## config.mk

```make
export PLATFORM = sky130hd
export DESIGN_NAME = wildcard_byte_pattern_scanner_unit
export DESIGN_NICKNAME = d
export VERILOG_FILES = /design/src/wbps_pkg.sv /design/src/wildcard_byte_pattern_scanner_unit.sv /design/src/wbps_cell.sv
export SDC_FILE = /design/constraint.sdc
export NUM_CORES = 1
export LEC_CHECK = 0
export ABC_CLOCK_PERIOD_IN_PS = 7400
export BUFFER_PORTS_ARGS = -buffer_cell sky130_fd_sc_hd__buf_2
export CAP_MARGIN = 20
export CORE_MARGIN = 1
export CORE_UTILIZATION = 41
export DETAILED_ROUTE_END_ITERATION = 10
export GPL_TIMING_DRIVEN = 0
export PLACE_DENSITY = 0.57
export SYNTH_ARGS = -nofsm -noshare
export SYNTH_HDL_FRONTEND = slang
export SYNTH_HIERARCHICAL = 1
export SYNTH_SLANG_ARGS = --single-unit
```

## constraint.sdc

```tcl
create_clock -name clk -period 7.4 [get_ports clk]
set_clock_uncertainty 0.2 [all_clocks]
set_input_delay 1.11 -clock clk [delete_from_list [all_inputs] [get_ports clk]]
set_output_delay 1.11 -clock clk [all_outputs]
set_load 0.02 [all_outputs]
```

## src/wbps_pkg.sv

```systemverilog
package wbps_pkg;

	// default sizes
	localparam int MAX_PATTERN_DEF = 16;
	localparam int POSITION_BITS_DEF = 32;

	// pattern register storage holds this many bytes
	localparam int REG_BYTES = 16;

	// configuration port
	localparam int CFG_INDEX_BITS = 2;
	localparam int CFG_DATA_BITS = 64;
	localparam int LEN_BITS = 5;
	localparam int START_BITS = 32;

	typedef enum logic [CFG_INDEX_BITS-1:0] {
		REG_PATTERN_LOW  = 2'd0,
		REG_PATTERN_HIGH = 2'd1,
		REG_WILDCARD     = 2'd2,
		REG_LENGTH       = 2'd3
	} cfg_reg_t;

	// control broadcast to every cell of the chain
	typedef struct packed {
		logic step;
		logic clear;
	} cell_ctrl_t;

endpackage

```

## src/wildcard_byte_pattern_scanner_unit.sv

```systemverilog
// results are registered, in the output register or else the skid entry
// throughput: one byte item per cycle while byte_stall is low, set by the cell chain
//   holding one prefix bit per pattern byte and advancing on every accepted item
// a two-entry result buffer lets bytes keep flowing while a result waits
// reset (arst_n low): registers return to zero pattern, no wildcards, length 1,
//   empty window, position zero, no result pending
module wildcard_byte_pattern_scanner_unit #(
	parameter int MAX_PATTERN = wbps_pkg::MAX_PATTERN_DEF,
	parameter int POSITION_BITS = wbps_pkg::POSITION_BITS_DEF
) (
	input  logic                                clk,
	input  logic                                arst_n,
	// byte channel
	input  logic                                byte_valid,
	output logic                                byte_stall,
	input  logic [7:0]                          data_byte,
	input  logic                                section_end,
	input  logic                                scan_end,
	// result channel
	output logic                                result_valid,
	input  logic                                result_stall,
	output logic                                found,
	output logic [wbps_pkg::START_BITS-1:0]     match_start,
	// configuration
	input  logic                                wr_en,
	input  logic [wbps_pkg::CFG_INDEX_BITS-1:0] wr_index,
	input  logic [wbps_pkg::CFG_DATA_BITS-1:0]  wr_data
);

	localparam int CELLS = (MAX_PATTERN < wbps_pkg::REG_BYTES) ? MAX_PATTERN
		: wbps_pkg::REG_BYTES;
	localparam int LEN_IDX_BITS = (CELLS > 1) ? $clog2(CELLS) : 1;
	localparam int LB = wbps_pkg::LEN_BITS;

	// configuration registers
	logic [8*wbps_pkg::REG_BYTES-1:0] pattern_q;
	logic [wbps_pkg::REG_BYTES-1:0]   wildcard_q;
	logic [LB-1:0]                    length_q;

	always_ff @(posedge clk or negedge arst_n) begin
		if (!arst_n) begin
			pattern_q <= '0;
			wildcard_q <= '0;
			length_q <= LB'(1);
		end else if (wr_en) begin
			case (wbps_pkg::cfg_reg_t'(wr_index))
				wbps_pkg::REG_PATTERN_LOW: begin
					pattern_q[63:0] <= wr_data;
				end
				wbps_pkg::REG_PATTERN_HIGH: begin
					pattern_q[127:64] <= wr_data;
				end
				wbps_pkg::REG_WILDCARD: begin
					wildcard_q <= wr_data[15:0];
				end
				wbps_pkg::REG_LENGTH: begin
					length_q <= wr_data[LB-1:0];
				end
				default: begin
				end
			endcase
		end
	end

	// pattern length clamped to 1..CELLS
	logic [LB-1:0]           len_eff;
	logic [LEN_IDX_BITS-1:0] len_idx;

	always_comb begin
		if (length_q == '0) begin
			len_eff = LB'(1);
		end else if (length_q > LB'(CELLS)) begin
			len_eff = LB'(CELLS);
		end else begin
			len_eff = length_q;
		end
	end
	assign len_idx = LEN_IDX_BITS'(len_eff - LB'(1));

	// handshake and scan control state
	logic                     accept;
	logic                     reported_q;
	logic [POSITION_BITS-1:0] pos_q;
	wbps_pkg::cell_ctrl_t     cell_ctrl;

	// cells advance on every item so a scan end always empties them
	assign accept = byte_valid & ~byte_stall;
	assign cell_ctrl.step = accept;
	assign cell_ctrl.clear = section_end | scan_end;

	// chain of prefix cells
	logic [CELLS-1:0] next_vec;
	logic [CELLS-1:0] state_vec;

	for (genvar k = 0; k < CELLS; k++) begin : g_cell
		logic prev;
		if (k == 0) begin : g_head
			assign prev = 1'b1;
		end else begin : g_link
			assign prev = state_vec[k-1];
		end
		wbps_cell u_cell (
			.clk          (clk),
			.arst_n       (arst_n),
			.ctrl         (cell_ctrl),
			.data_byte    (data_byte),
			.pattern_byte (pattern_q[8*k +: 8]),
			.wild         (wildcard_q[k]),
			.prev_match   (prev),
			.match_next   (next_vec[k]),
			.match_q      (state_vec[k])
		);
	end

	// result of the accepted item, no compare once the scan has reported
	logic                     hit;
	logic                     res_valid;
	logic                     res_found;
	logic [POSITION_BITS-1:0] start_pos;
	logic [63:0]              start_ext;
	logic [wbps_pkg::START_BITS-1:0] res_start;

	assign hit = accept & ~reported_q & next_vec[len_idx];
	assign start_pos = pos_q - POSITION_BITS'(len_eff - LB'(1));
	assign start_ext = 64'(start_pos);
	assign res_found = hit;
	assign res_start = hit ? start_ext[wbps_pkg::START_BITS-1:0] : '0;
	assign res_valid = hit | (accept & scan_end & ~reported_q);

	// stream position and report flag
	always_ff @(posedge clk or negedge arst_n) begin
		if (!arst_n) begin
			pos_q <= '0;
			reported_q <= 1'b0;
		end else if (accept) begin
			if (scan_end) begin
				pos_q <= '0;
				reported_q <= 1'b0;
			end else begin
				pos_q <= pos_q + POSITION_BITS'(1);
				reported_q <= reported_q | hit;
			end
		end
	end

	// output register with skid entry
	logic                            out_vld_q;
	logic                            out_found_q;
	logic [wbps_pkg::START_BITS-1:0] out_start_q;
	logic                            skid_vld_q;
	logic                            skid_found_q;
	logic [wbps_pkg::START_BITS-1:0] skid_start_q;
	logic                            take;

	assign take = out_vld_q & ~result_stall;
	assign byte_stall = skid_vld_q;

	always_ff @(posedge clk or negedge arst_n) begin
		if (!arst_n) begin
			out_vld_q <= 1'b0;
			skid_vld_q <= 1'b0;
		end else if (!out_vld_q || take) begin
			if (skid_vld_q) begin
				out_vld_q <= 1'b1;
				skid_vld_q <= res_valid;
			end else begin
				out_vld_q <= res_valid;
			end
		end else if (res_valid) begin
			skid_vld_q <= 1'b1;
		end
	end

	always_ff @(posedge clk) begin
		if (!out_vld_q || take) begin
			if (skid_vld_q) begin
				out_found_q <= skid_found_q;
				out_start_q <= skid_start_q;
				skid_found_q <= res_found;
				skid_start_q <= res_start;
			end else begin
				out_found_q <= res_found;
				out_start_q <= res_start;
			end
		end else if (res_valid) begin
			skid_found_q <= res_found;
			skid_start_q <= res_start;
		end
	end

	assign result_valid = out_vld_q;
	assign found = out_found_q;
	assign match_start = out_start_q;

endmodule

```

## src/wbps_cell.sv

```systemverilog
module wbps_cell (
	input  logic                clk,
	input  logic                arst_n,
	input  wbps_pkg::cell_ctrl_t ctrl,
	input  logic [7:0]          data_byte,
	input  logic [7:0]          pattern_byte,
	input  logic                wild,
	input  logic                prev_match,
	output logic                match_next,
	output logic                match_q
);

	// prefix ending at this byte extends the neighbor's shorter prefix
	assign match_next = prev_match & (wild | (data_byte == pattern_byte));

	// prefix state, emptied at a section or scan boundary
	always_ff @(posedge clk or negedge arst_n) begin
		if (!arst_n) begin
			match_q <= 1'b0;
		end else if (ctrl.step) begin
			if (ctrl.clear) begin
				match_q <= 1'b0;
			end else begin
				match_q <= match_next;
			end
		end
	end

endmodule
```

==> metrics <==
crit share post-route=68.5%; WL final=31,400 microns; post-place setup slack=between 2 and 2.5 ns; Critical Path Most Common Cell=ha_1; FILL cells=3,142; Worst-Margin Slew=1.11 ns; largest net degree at the start of global routing=120; Fmax=197 MHz; clock sinks=265; worst setup path class=flop to flop; slowest cell delay on critical path=0.96 ns; CP arrival=5.14 ns; leakage=6.95 nW; VDD IR max=0.199 mV; Die Y=187 microns; fraction of layout instances using a drive strength above 1=23.0%; Longest Clk Path Bufs=3; CTS Buf Count=30; min cycle time layout=between 5 and 6 ns; Hold Crit Depth=2; Worst Path Buf+Inv=1; hold_buf cts=0; Slew headroom=25.2%; CTS tree=yes; first-pass GRT wire length=approximately 52,000 microns; CORE AREA=between 30,000 and 40,000 sq um; Total Neg Setup Slack=0 ns; clk slew on worst S/H paths=0.06 ns; post-detail-place hpwl=22,500 microns; DR pass1 iterations=5; FP Rows=67; Avg Cell Area, Syn=11.5 sq um; area added between synthesis and finish=17.0%; final non-filler cell total=1,870; Top Family by Delay on Critical Path=compound AO/OA/AOI/OAI gates; initial antenna violation count=9; Reg2Reg Depth=12; RSZ-0062 raised after global routing=no; DR WL/cell=16.8 microns; Cells after DPL=1,815; post-DR vias/cell=5.14; max-slew violation count=0; total power=4.35 mW; post-CTS setup buffer count=0; post_cts resized=0; critical path startpoint category=flop; initial core utilization=41.7%; number of vias in the routed layout=9,621; synth warn=6; CP cell instances=or3_4 -> a21oi_4 -> inv_1 -> ha_1 -> ha_1 -> nor2b_1 -> o2111ai_1 -> a211oi_1 -> nor2_1 -> o311ai_0 -> a2111oi_0 -> nor4_1; CP endpoint kind=flop; Root Driver=clkbuf_16; Final Wtd Congestion=0.870; Clock Latency Late Sink=~0.56 ns; H-tree depth=1; Buffers on Ports=around 120; chip width=between 150 and 200 microns; initial DRC count=just over 400; status=completed; area of the die=34,900 sq um; Worst Hold Class=flop to flop; Synth Instances=1,215; grt total ovfl=0; Power per Cell Area=266 nW/um^2; fin util=just under 50%; Total GRT Usage=18.6%; # DRC=0; Fin. Hold Viols=0; Reg2Reg Setup Slack=2.33 ns; Crit-path slowest cell=o311ai_0; # setup viols final=0; CP required=7.47 ns; Worst Path Max Fanout=6; Antenna Nets Post-Route=0; WP depth=12; synthesized cell area=14,000 sq um; NumNets Final=roughly 1.5k; vias in the first global route=between 9k and 10k; Max-Cap Viols=0; final worst setup slack=approximately 2.3 ns; IO Count=116
[stage by stage]
| step | instance area (sq um) | hold slack, ns |
|---|---|---|
| final | 16400 | 0.315 |
| after global routing | 16400 | 0.335 |
| after detailed placement | 15400 | 0.303 |
| after global placement | 15300 | 0.305 |
| after CTS | 16400 | 0.317 |
| after floorplan | 14100 | 0.280 |
[cell type report]
class / instances / area [sq um] / share of cell area [%]
antenna: 2 / 5.00 / 0.0306
timing repair buffer: 118 / 668 / 4.08
tap: 448 / 561 / 3.42
inverter: 28 / 105 / 0.642
clock inverter: 14 / 186 / 1.14
buffer: 32 / 129 / 0.787
sequential: 265 / 6960 / 42.5
multi-input combinational: 924 / 6940 / 42.4
clock buffer: 39 / 815 / 4.98
[sequential cells by signal, summed over array words and instances, names as in the netlist]
| signal | count |
|---|---|
| skid_start_q | 32 |
| skid_found_q | 1 |
| pattern_q | 128 |
| wildcard_q | 16 |
| result_valid | 1 |
| length_q | 5 |
| byte_stall | 1 |
| g_cell.u_cell/match_q | 15 |
| found | 1 |
| pos_q | 32 |
| reported_q | 1 |
| match_start | 32 |
[cells in the final DEF, fill, tap and decap left out, drive strengths merged, types with 8 or more instances in the layout]
| master | count |
|---|---|
| nor3 | 31 |
| nand4 | 47 |
| buf | 121 |
| o21a | 26 |
| nand3 | 19 |
| xnor2 | 152 |
| a21o | 29 |
| edfxtp | 66 |
| and3 | 11 |
| dfrtp | 198 |
| conb | 35 |
| nand2 | 74 |
| a221o | 17 |
| mux2 | 150 |
| nor2b | 8 |
| nor3b | 16 |
| and2 | 15 |
| o21ai | 26 |
| xor2 | 24 |
| a21oi | 47 |
| ha | 39 |
| clkbuf | 68 |
| nor2 | 86 |
| inv | 28 |
[report_power, final]
group          internal [mW]  switching [mW]  leakage, nW  total (mW)
logic                  0.416           0.473         3.32       0.889
registers               1.81           0.144         3.14        1.96
clock network          0.910           0.598        0.481        1.51
[worst paths after layout]
check | start | endpoint
setup / recovery | length_q[3]$_DFFE_PN0P_ | skid_start_q[25]$_DFFE_PP_
hold / removal | skid_found_q$_DFFE_PP_ | found$_DFFE_PP_
setup reg to reg | length_q[3]$_DFFE_PN0P_ | skid_start_q[25]$_DFFE_PP_
hold reg to reg | skid_found_q$_DFFE_PP_ | found$_DFFE_PP_
max in group asynchronous | arst_n | pos_q[20]$_DFFE_PN0P_
min in group asynchronous | arst_n | pattern_q[58]$_DFFE_PN0P_
[worst register-to-register path, delay by kind of cell, from the launching register on]
kind	cells	cell delay [ns]
and+or+nand+nor	4	1.31
adders and majority gates	2	0.67
buffers and inverters	1	0.16
DFF	1	0.41
AOI/OAI and AO/OA	5	2.04
[routing by layer]
layer / track usage (%) / part of all wire (%) / up-vias
li1: - / - / 4720
met3: 3.76 / 4.7 / 63
met4: 5.58 / 3.0 / 10
met2: 30.7 / 46 / 181
met5: 0 / 0.19 / -
met1: 24.6 / 46 / 4647
Note: power is estimated with default switching activity, not from simulation.
